## config.mk

```make
export PLATFORM = sky130hd
export DESIGN_NAME = calendar_clock_counter
export DESIGN_NICKNAME = d
export VERILOG_FILES = /design/src/rtl/cal_pkg.sv /design/src/rtl/cal_ctrl.sv /design/src/rtl/cal_dp.sv /design/src/rtl/calendar_clock_counter.sv
export SDC_FILE = /design/constraint.sdc
export NUM_CORES = 1
export LEC_CHECK = 0
export BUFFER_PORTS_ARGS = -buffer_cell sky130_fd_sc_hd__clkbuf_2
export CAP_MARGIN = 20
export CORE_UTILIZATION = 28
export DETAILED_ROUTE_END_ITERATION = 6
export PLACE_DENSITY = 0.43
export SLEW_MARGIN = 20
export SYNTH_ARGS = -nofsm -noshare
export SYNTH_HDL_FRONTEND = slang
export SYNTH_SLANG_ARGS = --single-unit
```

## constraint.sdc

```tcl
create_clock -name clk -period 9.9 [get_ports clk]
set_input_delay 1.485 -clock clk [delete_from_list [all_inputs] [get_ports clk]]
set_output_delay 1.485 -clock clk [all_outputs]
set_load 0.005 [all_outputs]
```

## src/rtl/cal_pkg.sv

```systemverilog
// Calendar clock package: word types, opcodes, calendar tables and the
// command and status structs between controller and datapath.
// No dependencies.
package cal_pkg;

  localparam logic [1:0] OP_TICK = 2'd0;
  localparam logic [1:0] OP_SET  = 2'd1;
  localparam logic [1:0] OP_LOAD = 2'd2;

  localparam logic [13:0] YEAR_MIN   = 14'd1;
  localparam logic [13:0] YEAR_MAX   = 14'd9999;
  localparam logic [13:0] YEAR_RESET = 14'd2000;
  localparam logic [5:0]  SEC_LAST   = 6'd59;
  localparam logic [5:0]  MIN_LAST   = 6'd59;
  localparam logic [4:0]  HOUR_LAST  = 5'd23;
  localparam logic [3:0]  MON_LAST   = 4'd11;
  localparam logic [3:0]  MON_MAR    = 4'd2;

  // y / 100 as (y * DIV100_MUL) >> DIV100_SHIFT, exact for 14-bit y
  localparam logic [12:0] DIV100_MUL   = 13'd5243;
  localparam int          DIV100_SHIFT = 19;
  // v / 7 as (v * DIV7_MUL) >> DIV7_SHIFT, exact for 9-bit v
  localparam logic [8:0]  DIV7_MUL     = 9'd293;
  localparam int          DIV7_SHIFT   = 11;
  // multiple of 7 that keeps the weekday sum positive
  localparam logic [9:0]  WDAY_BIAS    = 10'd203;

  typedef struct packed {
    logic [1:0]  opcode;
    logic [13:0] in_year;
    logic [8:0]  in_day_of_year;
    logic [4:0]  in_hour;
    logic [5:0]  in_minute;
    logic [5:0]  in_second;
    logic [3:0]  in_month;
    logic [4:0]  in_day_of_month;
  } in_word_t;

  typedef struct packed {
    logic [5:0]  cur_second;
    logic [5:0]  cur_minute;
    logic [4:0]  cur_hour;
    logic [8:0]  cur_day_of_year;
    logic [13:0] cur_year;
    logic [3:0]  cur_month;
    logic [4:0]  cur_day_of_month;
    logic [2:0]  weekday;
    logic        accepted;
  } out_word_t;

  typedef struct packed {
    logic capture;
    logic div_cyear;
    logic div_mul;
    logic div_fix;
    logic exec;
    logic walk_init;
    logic walk_step;
    logic wk_sum;
    logic wk_mul;
    logic wk_mod;
    logic out_load;
  } cal_cmd_t;

  typedef struct packed {
    logic walk_done;
  } cal_stat_t;

  function automatic logic [4:0] month_len(input logic [3:0] m, input logic leap);
    logic [4:0] len;
    case (m)
      4'd0:    len = 5'd31;
      4'd1:    len = leap ? 5'd29 : 5'd28;
      4'd2:    len = 5'd31;
      4'd3:    len = 5'd30;
      4'd4:    len = 5'd31;
      4'd5:    len = 5'd30;
      4'd6:    len = 5'd31;
      4'd7:    len = 5'd31;
      4'd8:    len = 5'd30;
      4'd9:    len = 5'd31;
      4'd10:   len = 5'd30;
      4'd11:   len = 5'd31;
      default: len = 5'd0;
    endcase
    return len;
  endfunction

  function automatic logic [8:0] month_start(input logic [3:0] m);
    logic [8:0] s;
    case (m)
      4'd0:    s = 9'd0;
      4'd1:    s = 9'd31;
      4'd2:    s = 9'd59;
      4'd3:    s = 9'd90;
      4'd4:    s = 9'd120;
      4'd5:    s = 9'd151;
      4'd6:    s = 9'd181;
      4'd7:    s = 9'd212;
      4'd8:    s = 9'd243;
      4'd9:    s = 9'd273;
      4'd10:   s = 9'd304;
      4'd11:   s = 9'd334;
      default: s = 9'd0;
    endcase
    return s;
  endfunction

  // (26 * m - 2) / 10 with m counted from March, indexed by zero-based month
  function automatic logic [4:0] month_offset(input logic [3:0] m);
    logic [4:0] o;
    case (m)
      4'd0:    o = 5'd28;
      4'd1:    o = 5'd31;
      4'd2:    o = 5'd2;
      4'd3:    o = 5'd5;
      4'd4:    o = 5'd7;
      4'd5:    o = 5'd10;
      4'd6:    o = 5'd12;
      4'd7:    o = 5'd15;
      4'd8:    o = 5'd18;
      4'd9:    o = 5'd20;
      4'd10:   o = 5'd23;
      4'd11:   o = 5'd25;
      default: o = 5'd0;
    endcase
    return o;
  endfunction

endpackage

```

## src/rtl/cal_ctrl.sv

```systemverilog
// Calendar clock controller: sequences division, update, month walk and
// weekday steps, and owns the handshake flags.
// Depends on cal_pkg.
module cal_ctrl (
  input  logic              clk,
  input  logic              rst_n,
  input  logic              in_valid,
  output logic              in_stall,
  output logic              out_valid,
  input  logic              out_stall,
  input  cal_pkg::cal_stat_t stat,
  output cal_pkg::cal_cmd_t  cmd
);

  typedef enum logic [3:0] {
    S_IDLE,
    S_DIV_MUL,
    S_DIV_FIX,
    S_EXEC,
    S_WINIT,
    S_WALK,
    S_CDIV_MUL,
    S_CDIV_FIX,
    S_WK_SUM,
    S_WK_MUL,
    S_WK_MOD,
    S_DONE
  } state_t;

  state_t state_r, state_nxt;
  logic   out_valid_r, out_valid_nxt;
  logic   load;

  assign load      = (state_r == S_DONE) && (!out_valid_r || !out_stall);
  assign in_stall  = (state_r != S_IDLE);
  assign out_valid = out_valid_r;

  always_comb begin
    cmd           = '0;
    cmd.capture   = (state_r == S_IDLE) && in_valid;
    cmd.div_mul   = (state_r == S_DIV_MUL) || (state_r == S_CDIV_MUL);
    cmd.div_cyear = (state_r == S_CDIV_MUL);
    cmd.div_fix   = (state_r == S_DIV_FIX) || (state_r == S_CDIV_FIX);
    cmd.exec      = (state_r == S_EXEC);
    cmd.walk_init = (state_r == S_WINIT);
    cmd.walk_step = (state_r == S_WALK) && !stat.walk_done;
    cmd.wk_sum    = (state_r == S_WK_SUM);
    cmd.wk_mul    = (state_r == S_WK_MUL);
    cmd.wk_mod    = (state_r == S_WK_MOD);
    cmd.out_load  = load;
  end

  always_comb begin
    state_nxt = state_r;
    case (state_r)
      S_IDLE:     if (in_valid) state_nxt = S_DIV_MUL;
      S_DIV_MUL:  state_nxt = S_DIV_FIX;
      S_DIV_FIX:  state_nxt = S_EXEC;
      S_EXEC:     state_nxt = S_WINIT;
      S_WINIT:    state_nxt = S_WALK;
      S_WALK:     if (stat.walk_done) state_nxt = S_CDIV_MUL;
      S_CDIV_MUL: state_nxt = S_CDIV_FIX;
      S_CDIV_FIX: state_nxt = S_WK_SUM;
      S_WK_SUM:   state_nxt = S_WK_MUL;
      S_WK_MUL:   state_nxt = S_WK_MOD;
      S_WK_MOD:   state_nxt = S_DONE;
      S_DONE:     if (load) state_nxt = S_IDLE;
      default:    state_nxt = S_IDLE;
    endcase
  end

  always_comb begin
    out_valid_nxt = out_valid_r;
    if (load) begin
      out_valid_nxt = 1'b1;
    end else if (!out_stall) begin
      out_valid_nxt = 1'b0;
    end
  end

  always_ff @(posedge clk) begin
    if (!rst_n) begin
      state_r     <= S_IDLE;
      out_valid_r <= 1'b0;
    end else begin
      state_r     <= state_nxt;
      out_valid_r <= out_valid_nxt;
    end
  end

endmodule

```

## src/rtl/cal_dp.sv

```systemverilog
// Calendar clock datapath: time counters, shared divide-by-100 unit, month
// walk, weekday arithmetic and the result register.
// Depends on cal_pkg.
module cal_dp (
  input  logic                clk,
  input  logic                rst_n,
  input  cal_pkg::in_word_t   in_word,
  input  cal_pkg::cal_cmd_t   cmd,
  output cal_pkg::cal_stat_t  stat,
  output cal_pkg::out_word_t  out_word
);

  cal_pkg::in_word_t  req_r;
  cal_pkg::out_word_t res_r;

  logic [5:0]  sec_r, min_r;
  logic [4:0]  hour_r;
  logic [8:0]  day_r;
  logic [13:0] year_r;
  logic        leap_r, acc_r;

  logic [13:0] dy_r;
  logic [7:0]  dq_r;
  logic [6:0]  drem_r;
  logic [3:0]  wm_r;
  logic [8:0]  wd_r;
  logic [8:0]  wv_r;
  logic [6:0]  wq_r;
  logic [2:0]  wday_r;

  logic [13:0] div_src, cyear;
  logic [26:0] div_prod;
  logic [14:0] q100;
  logic        leap;
  logic [4:0]  walk_len;
  logic [9:0]  wk_pos;
  logic [9:0]  wk_val;
  logic [17:0] wk_prod;
  logic [9:0]  q7;
  logic        set_ok, load_ok;
  logic [8:0]  set_day;
  logic [8:0]  year_last;

  assign cyear    = year_r - {13'd0, (wm_r < cal_pkg::MON_MAR)};
  assign div_src  = cmd.div_cyear ? cyear :
                    (req_r.opcode == cal_pkg::OP_LOAD) ? req_r.in_year : year_r;
  assign div_prod = div_src * cal_pkg::DIV100_MUL;
  assign q100     = dq_r * 7'd100;
  assign leap     = (dy_r[1:0] == 2'd0) && ((drem_r != 7'd0) || (dq_r[1:0] == 2'd0));

  assign walk_len       = cal_pkg::month_len(wm_r, leap_r);
  assign stat.walk_done = (wm_r == cal_pkg::MON_LAST) || (wd_r < {4'd0, walk_len});

  assign wk_pos  = {5'd0, wd_r[4:0]} + 10'd1 + {5'd0, cal_pkg::month_offset(wm_r)}
                 + {3'd0, drem_r} + {5'd0, drem_r[6:2]} + {4'd0, dq_r[7:2]}
                 + cal_pkg::WDAY_BIAS;
  assign wk_val  = wk_pos - {1'b0, dq_r, 1'b0};
  assign wk_prod = wv_r * cal_pkg::DIV7_MUL;
  assign q7      = wq_r * 3'd7;

  assign year_last = leap ? 9'd365 : 9'd364;
  assign set_ok    = (req_r.in_month <= cal_pkg::MON_LAST) &&
                     (req_r.in_day_of_month < cal_pkg::month_len(req_r.in_month, leap));
  assign set_day   = cal_pkg::month_start(req_r.in_month)
                   + {8'd0, leap && (req_r.in_month >= cal_pkg::MON_MAR)}
                   + {4'd0, req_r.in_day_of_month};
  assign load_ok   = (req_r.in_year >= cal_pkg::YEAR_MIN) &&
                     (req_r.in_year <= cal_pkg::YEAR_MAX) &&
                     (req_r.in_day_of_year <= year_last) &&
                     (req_r.in_hour <= cal_pkg::HOUR_LAST) &&
                     (req_r.in_minute <= cal_pkg::MIN_LAST) &&
                     (req_r.in_second <= cal_pkg::SEC_LAST);

  always_ff @(posedge clk) begin
    if (!rst_n) begin
      sec_r  <= '0;
      min_r  <= '0;
      hour_r <= '0;
      day_r  <= '0;
      year_r <= cal_pkg::YEAR_RESET;
    end else if (cmd.exec) begin
      case (req_r.opcode)
        cal_pkg::OP_TICK: begin
          if (sec_r != cal_pkg::SEC_LAST) begin
            sec_r <= sec_r + 6'd1;
          end else begin
            sec_r <= '0;
            if (min_r != cal_pkg::MIN_LAST) begin
              min_r <= min_r + 6'd1;
            end else begin
              min_r <= '0;
              if (hour_r != cal_pkg::HOUR_LAST) begin
                hour_r <= hour_r + 5'd1;
              end else begin
                hour_r <= '0;
                if (day_r < year_last) begin
                  day_r <= day_r + 9'd1;
                end else begin
                  day_r  <= '0;
                  year_r <= (year_r >= cal_pkg::YEAR_MAX) ? cal_pkg::YEAR_MIN
                                                          : year_r + 14'd1;
                end
              end
            end
          end
        end
        cal_pkg::OP_SET: begin
          if (set_ok) day_r <= set_day;
        end
        cal_pkg::OP_LOAD: begin
          if (load_ok) begin
            year_r <= req_r.in_year;
            day_r  <= req_r.in_day_of_year;
            hour_r <= req_r.in_hour;
            min_r  <= req_r.in_minute;
            sec_r  <= req_r.in_second;
          end
        end
        default: ;
      endcase
    end
  end

  always_ff @(posedge clk) begin
    if (cmd.capture) req_r <= in_word;
    if (cmd.div_mul) begin
      dy_r <= div_src;
      dq_r <= div_prod[26:cal_pkg::DIV100_SHIFT];
    end
    if (cmd.div_fix) drem_r <= dy_r[6:0] - q100[6:0];
    if (cmd.exec) begin
      // hold the current year's flag when a load is refused
      if ((req_r.opcode != cal_pkg::OP_LOAD) || load_ok) leap_r <= leap;
      case (req_r.opcode)
        cal_pkg::OP_TICK: acc_r <= 1'b1;
        cal_pkg::OP_SET:  acc_r <= set_ok;
        cal_pkg::OP_LOAD: acc_r <= load_ok;
        default:          acc_r <= 1'b0;
      endcase
    end
    if (cmd.walk_init) begin
      wm_r <= '0;
      wd_r <= day_r;
    end else if (cmd.walk_step) begin
      wm_r <= wm_r + 4'd1;
      wd_r <= wd_r - {4'd0, walk_len};
    end
    if (cmd.wk_sum) wv_r <= wk_val[8:0];
    if (cmd.wk_mul) wq_r <= wk_prod[17:cal_pkg::DIV7_SHIFT];
    if (cmd.wk_mod) wday_r <= wv_r[2:0] - q7[2:0];
    if (cmd.out_load) begin
      res_r.cur_second       <= sec_r;
      res_r.cur_minute       <= min_r;
      res_r.cur_hour         <= hour_r;
      res_r.cur_day_of_year  <= day_r;
      res_r.cur_year         <= year_r;
      res_r.cur_month        <= wm_r;
      res_r.cur_day_of_month <= wd_r[4:0];
      res_r.weekday          <= wday_r;
      res_r.accepted         <= acc_r;
    end
  end

  assign out_word = res_r;

endmodule

```

## src/rtl/calendar_clock_counter.sv

```systemverilog
// Calendar clock top level: joins controller and datapath.
// Depends on cal_pkg, cal_ctrl and cal_dp.
//
// Input channel in_valid/in_stall/in_word carries one command word: tick
// one second, set month and day, or load the whole time. Output channel
// out_valid/out_stall/out_word returns one result word per command with
// the time after the command, month, day of month, weekday and an
// accepted flag (0 for a rejected set or load, or an unused opcode).
// One command is worked at a time. The month walk steps through the
// months one by one, and the next command can be taken in the cycle
// after the result is registered.
// The result sits in an output register; a stalled receiver holds it,
// and the next command may be taken and worked meanwhile, waiting at the
// end until the register frees up.
// Reset clears the time to 00:00:00 on day 0 of year 2000 and empties
// the output register.
module calendar_clock_counter (
  input  logic               clk,
  input  logic               rst_n,
  input  logic               in_valid,
  output logic               in_stall,
  input  cal_pkg::in_word_t  in_word,
  output logic               out_valid,
  input  logic               out_stall,
  output cal_pkg::out_word_t out_word
);

  cal_pkg::cal_cmd_t  cmd;
  cal_pkg::cal_stat_t stat;

  cal_ctrl u_ctrl (
    .clk       (clk),
    .rst_n     (rst_n),
    .in_valid  (in_valid),
    .in_stall  (in_stall),
    .out_valid (out_valid),
    .out_stall (out_stall),
    .stat      (stat),
    .cmd       (cmd)
  );

  cal_dp u_dp (
    .clk      (clk),
    .rst_n    (rst_n),
    .in_word  (in_word),
    .cmd      (cmd),
    .stat     (stat),
    .out_word (out_word)
  );

endmodule

```

# After elaboration in Yosys (flattened, before gate mapping)
# Memory sizes are Yosys's and may differ from the RTL's. A register that Yosys moved wholly into a read port is not among the register bits.
# Cells that the tools add are included.
[word_totals]
regBits = 205
rom_bits = 224
inputBits = 55
elab_cells = 208
mem_count = 2
[classes]
add_sub_neg = 19
multipliers = 4
magnitude_cmp = 13
eq_ne = 49
n_mux = 45
reduce_logical = 42
[memory_table]
columns = ["memory", "words", "word_bits", "read_ports", "rd_ports_with_merged_regs", "wr", "line_no", "source"]
rows = [
  ["(name not given)", 16, 9, 1, 1, 0, "cal_pkg.sv:91", "case (m)"],
  ["(name not given)", 16, 5, 1, 1, 0, "cal_pkg.sv:112", "case (m)"],
]
[op_table]
columns = ["cell", "count"]
rows = [
  ["$mux 14", 8],
  ["$mux 9", 8],
  ["$eq 4x3->1 const B", 12],
  ["$eq 4x4->1 const B", 12],
  ["$pmux 4 s12", 1],
  ["$mux 6", 5],
  ["$pmux 5 s3", 2],
  ["$pmux 14 s2", 1],
  ["$add 9x5->9", 3],
  ["$mul 14x13->27 const B", 1],
  ["$pmux 9 s3", 1],
  ["$eq 4x2->1 const B", 6],
  ["$mux 4", 6],
  ["$pmux 6 s2", 2],
  ["$mux 5", 4],
  ["$mul 9x9->18 const B", 1],
  ["$add 14x1->14 const B", 1],
  ["$ge 14x1->1 const B", 1],
  ["$ge 14x14->1 const B", 1],
  ["$le 14x14->1 const B", 1],
  ["$reduce_and 7->1", 2],
  ["$reduce_or 7->1", 2],
  ["$sub 14x1->14", 1],
  ["$add 6x1->6 const B", 2],
  ["47 further kinds", 88],
]

# Depth between registers and ports, before layout
[logic_depth]
ltp_word = 11
ltp_mapped = 31
ltp_nobuf = 29

# Cells and area by module
# Synthesis repeated with hierarchy kept, for this count alone.
[unflattened]
hier_cells = 1438
hier_area_um2 = 15292.2
[modules_own_cells]
columns = ["mod", "n_inst", "cells_each", "area_each_um2", "seq_area_each_um2"]
rows = [
  ["cal_dp", 1, 1386, 14919.3, 5725.5],
  ["cal_ctrl", 1, 52, 372.9, 100.1],
]

# Worst setup path before layout
# No wires, ideal clock.
[synth_path]
path_type = "register to register"
start = "reg u_dp.wm_r[2]"
end = "reg u_dp.dq_r[6], data pin"
arrival_ns = 6.768
t_required_ns = 9.638
slack_ns = 2.870
stages_incl_launch_ff = 29
period_less_slack_ns = 7.030
cell_sequence = "dfxtp_1 -> clkbuf_1 -> nor3_1 -> ha_1 -> nor3b_1 -> nand2b_1 -> nand2b_2 -> or3_1 -> a21oi_1 -> nor2_1 -> a211oi_1 -> inv_1 -> fa_1 -> inv_1 -> ha_1 -> fa_1 -> fa_1 -> inv_1 -> fa_1 -> inv_1 -> ha_1 -> a21oi_1 -> nand2_1 -> a2111oi_0 -> a21oi_1 -> nand3_1 -> o211a_1 -> a21oi_1 -> xor2_1"
[synth_between]
elab_chain_len = 4
[synth_lines]
columns = ["element", "line_no", "source"]
rows = [
  ["start, declared", "cal_dp.sv:25", "logic [3:0] wm_r;"],
  ["start signal, assigned", "cal_dp.sv:145", "wm_r <= wm_r + 4'd1;"],
  ["$lt 4x2->1", "cal_dp.sv:44", "assign cyear = year_r - {13'd0, (wm_r < cal_pkg::MON_MAR)};"],
  ["$sub 14x1->14", "cal_dp.sv:44", ""],
  ["$mux 14", "cal_dp.sv:45", "assign div_src = cmd.div_cyear ? cyear :"],
  ["$mul 14x13->27", "cal_dp.sv:47", "assign div_prod = div_src * cal_pkg::DIV100_MUL;"],
  ["named net u_dp.div_prod[25]", "cal_dp.sv:32", "logic [26:0] div_prod;"],
  ["end signal, assigned", "cal_dp.sv:128", "dq_r <= div_prod[26:cal_pkg::DIV100_SHIFT];"],
  ["end, declared", "cal_dp.sv:23", "logic [7:0] dq_r;"],
]
# The timed path passes the listed nets, and every way through them passes these cells.
# A chain may end at the register's enable or synchronous reset.

# Worst setup path after layout
# Ends and elaborated chain as after synthesis.

==> impl_metrics.env <==
export IMPL_r2r_start="u_dp.wm_r[2]"
export IMPL_synthArstFlopShare_pct=0
export IMPL_hold_buffers=0
export IMPL_clockBufferDepth=3
export IMPL_whs_endpoint="u_dp.out_word[1]"
export IMPL_io_pins=110
export IMPL_combPwrFrac_pct=49.2
export IMPL_cts_tree="yes"
export IMPL_synthTopCellsByArea="edfxtp_1, ha_1, fa_1, dfxtp_1, inv_1"
export IMPL_crit_cells=27
export IMPL_grt_max_degree=67
export IMPL_setup_worst_path_end_class="flip-flop"
export IMPL_finalHoldViolCount=0
export IMPL_track_usage_pct=13.7
export IMPL_fin_crit_sh_pct=80.5
export IMPL_initial_core_util_pct=28.4
export IMPL_synth_edff_count=152
export IMPL_port_buffers=109
export IMPL_slew_limit_headroom_pct=29.4
export IMPL_syn_area_sq_mm=0.0154
export IMPL_clk_insertion_delay_late_ps=540
export IMPL_crit_path_start_kind="flip-flop"
export IMPL_worstReg2RegEnd="u_dp.dq_r[6]"
export IMPL_cts_resized=0
export IMPL_dr_first_iter_drc_count=683
export IMPL_stdcell_area_sq_mm=0.0177
export IMPL_ys_seq_area_share_pct=37.8
export IMPL_ff_latch_area_sq_mm=0.00583
export IMPL_postRouteAntennaNets=0
export IMPL_holdPathStages=0
export IMPL_p_clk_share_pct=22.9
export IMPL_via_per_inst=4.68
export IMPL_final_layout_size_suffix_gt1_share_pct=11.9
export IMPL_hp_start="u_dp.wday_r[0]"
export IMPL_synth_most_common_cell="inv_1"
export IMPL_cts_inserted_buffers=27
export IMPL_critPathSlowestCell="nor3_1"
export IMPL_path_max_fanout=15
export IMPL_cap_violations=0
export IMPL_antenna_found_initial=0
export IMPL_cpLargestDelayFamily="adder cells"
export IMPL_synth_area_per_cell_sq_um=10.4
export IMPL_r2r_cells=27
export IMPL_dr_pass1_iters=7
export IMPL_seq_power_share_pct=27.9
export IMPL_clock_skew_ps=11.1
export IMPL_r2r_setup_slack_ps=1930
export IMPL_p_per_area_mw_per_mm2=246
export IMPL_ys_flop_type="edfxtp_1"
export IMPL_place_congestion=0.783
export IMPL_synth_commonest_cells="inv_1, ha_1, edfxtp_1, nand2_1, nor2_1"
export IMPL_worst_pin_slew_ps=1050
export IMPL_fill_cells=5532
export IMPL_antennaDiodeCount=0
export IMPL_clock_sinks=215
export IMPL_p_switching_mw=1.63
export IMPL_tns_ps=0
export IMPL_vias=10795
export IMPL_rows=85
export IMPL_yosys_cell_types_count=68
export IMPL_crit_required_ps=10190
export IMPL_synth_ff_latch_count=215
export IMPL_yosysWarnings=0
export IMPL_syn_instance_count=1485
export IMPL_place_area_sq_mm=0.0168
export IMPL_die_area_sq_mm=0.0559
export IMPL_wirelength_microns=37600
export IMPL_rsz0062_at_grt="false"
export IMPL_layout_nets=1935
export IMPL_grt_pass1_vias=11189
export IMPL_slew_violations=0
export IMPL_layout_min_cycle_time_ps=7970
export IMPL_switching_share_pct=37.5
export IMPL_internal_power_mw=2.71
export IMPL_synth_top_area_cell="edfxtp_1"
export IMPL_crit_buf_inv=4
export IMPL_multi_input_area_sq_mm=0.00855
export IMPL_worstPathArrival_ps=8250
export IMPL_status="completed"
export IMPL_hold_path_class="reg2reg"
export IMPL_clockRootBuffer="clkbuf_16"
export IMPL_die_h_microns=237
export IMPL_peakVddDrop_mv=0.184
export IMPL_grt_pass1_wl_microns=61300
export IMPL_dp_hpwl_microns=29300
export IMPL_core_area_sq_mm=0.0541
export IMPL_leakagePower_nw=7.69
export IMPL_fp_dieW_microns=237
export IMPL_crit_type="reg2reg"
export IMPL_wl_per_cell_microns=16.3
export IMPL_fmax_ghz=0.126
export IMPL_cpPeakStageDelay_ps=730
export IMPL_gr_total_overflow=0
export IMPL_yosysTopAreaCellShare_pct=29.6
export IMPL_final_util_pct=32.6
export IMPL_syn2layout_area_growth_pct=14.7
export IMPL_post_cts_setup_buffers=0
export IMPL_drc=0
export IMPL_htreeDepth=1
export IMPL_setup_viol=0
export IMPL_synth_nets=1828
export IMPL_clk_pin_slew_ps=60
power by group through the flow:
stage	sequential (mW)	clock (mW)	combinational [mW]
CTS	1.21	1.03	2.21
finish	1.21	0.993	2.14
global route	1.22	1.06	2.58
detailed placement	1.23	0	2.17
floorplan	1.20	0	1.69
global placement	1.23	0	2.17
layer usage:
metal / up-vias / track usage (%) / share of wire [%]
met5: - / 0 / 0
met4: 0 / 2.32 / 1.3
met3: 34 / 1.91 / 3.4
met2: 175 / 22.3 / 45
met1: 5210 / 19.5 / 50
li1: 5376 / - / -
placed cells by master, fill, tap and decap left out, types with 31 or more instances in the layout:
cell      instances
inv_1           225
ha_1            192
nor2_1           96
clkbuf_2        109
nand3_1          31
nand2_1          98
edfxtp_1        152
dfxtp_1          63
a21oi_1          73
xnor2_1          44
o21ai_0          68
fa_1             95
cell type report:
cell class                      instances  area share (%)
Tap cell                              696            4.93
Clock inverter                         12           0.652
Multi-Input combinational cell        997            48.4
Sequential cell                       215            33.0
Clock buffer                           37            4.50
Timing Repair Buffer                  123            3.68
Inverter                              228            4.84
how the worst max path moves through the flow:
stage,slack [ps],end,startpoint
2_1_floorplan,2870,u_dp.dq_r[6],u_dp.wm_r[2]
3_3_place_gp,2210,u_dp.dq_r[6],u_dp.wm_r[2]
3_5_place_dp,2040,u_dp.dq_r[6],u_dp.wm_r[2]
4_1_cts,2000,u_dp.dq_r[6],u_dp.wm_r[2]
5_1_grt,1310,u_dp.dq_r[6],u_dp.wm_r[2]
6_report,1930,u_dp.dq_r[6],u_dp.wm_r[2]
flip-flops by register name, summed over array words and instances, names as in the netlist, 3 cells and up, named ones only:
signal / cells
u_dp.year_r: 14
u_dp.hour_r: 5
u_dp.req_r: 51
u_dp.wv_r: 9
u_dp.dq_r: 8
u_dp.out_word: 53
u_dp.min_r: 6
u_dp.day_r: 9
u_dp.wday_r: 3
u_dp.wm_r: 4
u_dp.sec_r: 6
u_dp.wq_r: 3
u_dp.dy_r: 7
u_ctrl.state_r: 4
u_dp.drem_r: 7
u_dp.wd_r: 9
cells by family after synthesis:
| logic type | Yosys count | synth area share (%) |
|---|---|---|
| AO/OA/AOI/OAI | 287 | 12.2 |
| XOR/XNOR | 69 | 3.92 |
| adder cells (fa/ha/maj) | 288 | 28.0 |
| buffers and inverters | 273 | 6.74 |
| flip-flops | 215 | 37.8 |
| multiplexers | 12 | 0.812 |
| AND/OR/NAND/NOR | 341 | 10.5 |
metrics by stage:
stage                     total power [mW]  setup WS [ps]  instances  hold WS (ps)
after global routing                  4.86           1310       2308           432
after global placement                3.40           2210       2259           402
after floorplan                       2.89           2870       1485           400
after CTS                             4.45           2000       2308           421
after detailed placement              3.41           2040       2259           406
final                                 4.34           1930       2308           421
worst reg2reg max path: stages (launching register included):
cell and delay [ps]:
dfxtp_1 440, nor3_1 730, ha_1 300, nor3b_1 250, nand2b_1 210, nand2b_2 250, or3_1 340, or3_1 320
a21oi_1 150, o21a_2 230, inv_2 110, fa_1 500, inv_1 40, ha_1 290, fa_1 480, fa_1 560
inv_1 60, fa_1 540, inv_1 40, ha_1 310, a21oi_1 130, nand2_1 100, a2111oi_0 440, a21oi_1 240
nand3_1 190, o211a_1 230, a21oi_1 90, xor2_1 140
No activity file was read; power rests on OpenSTA's default activity.
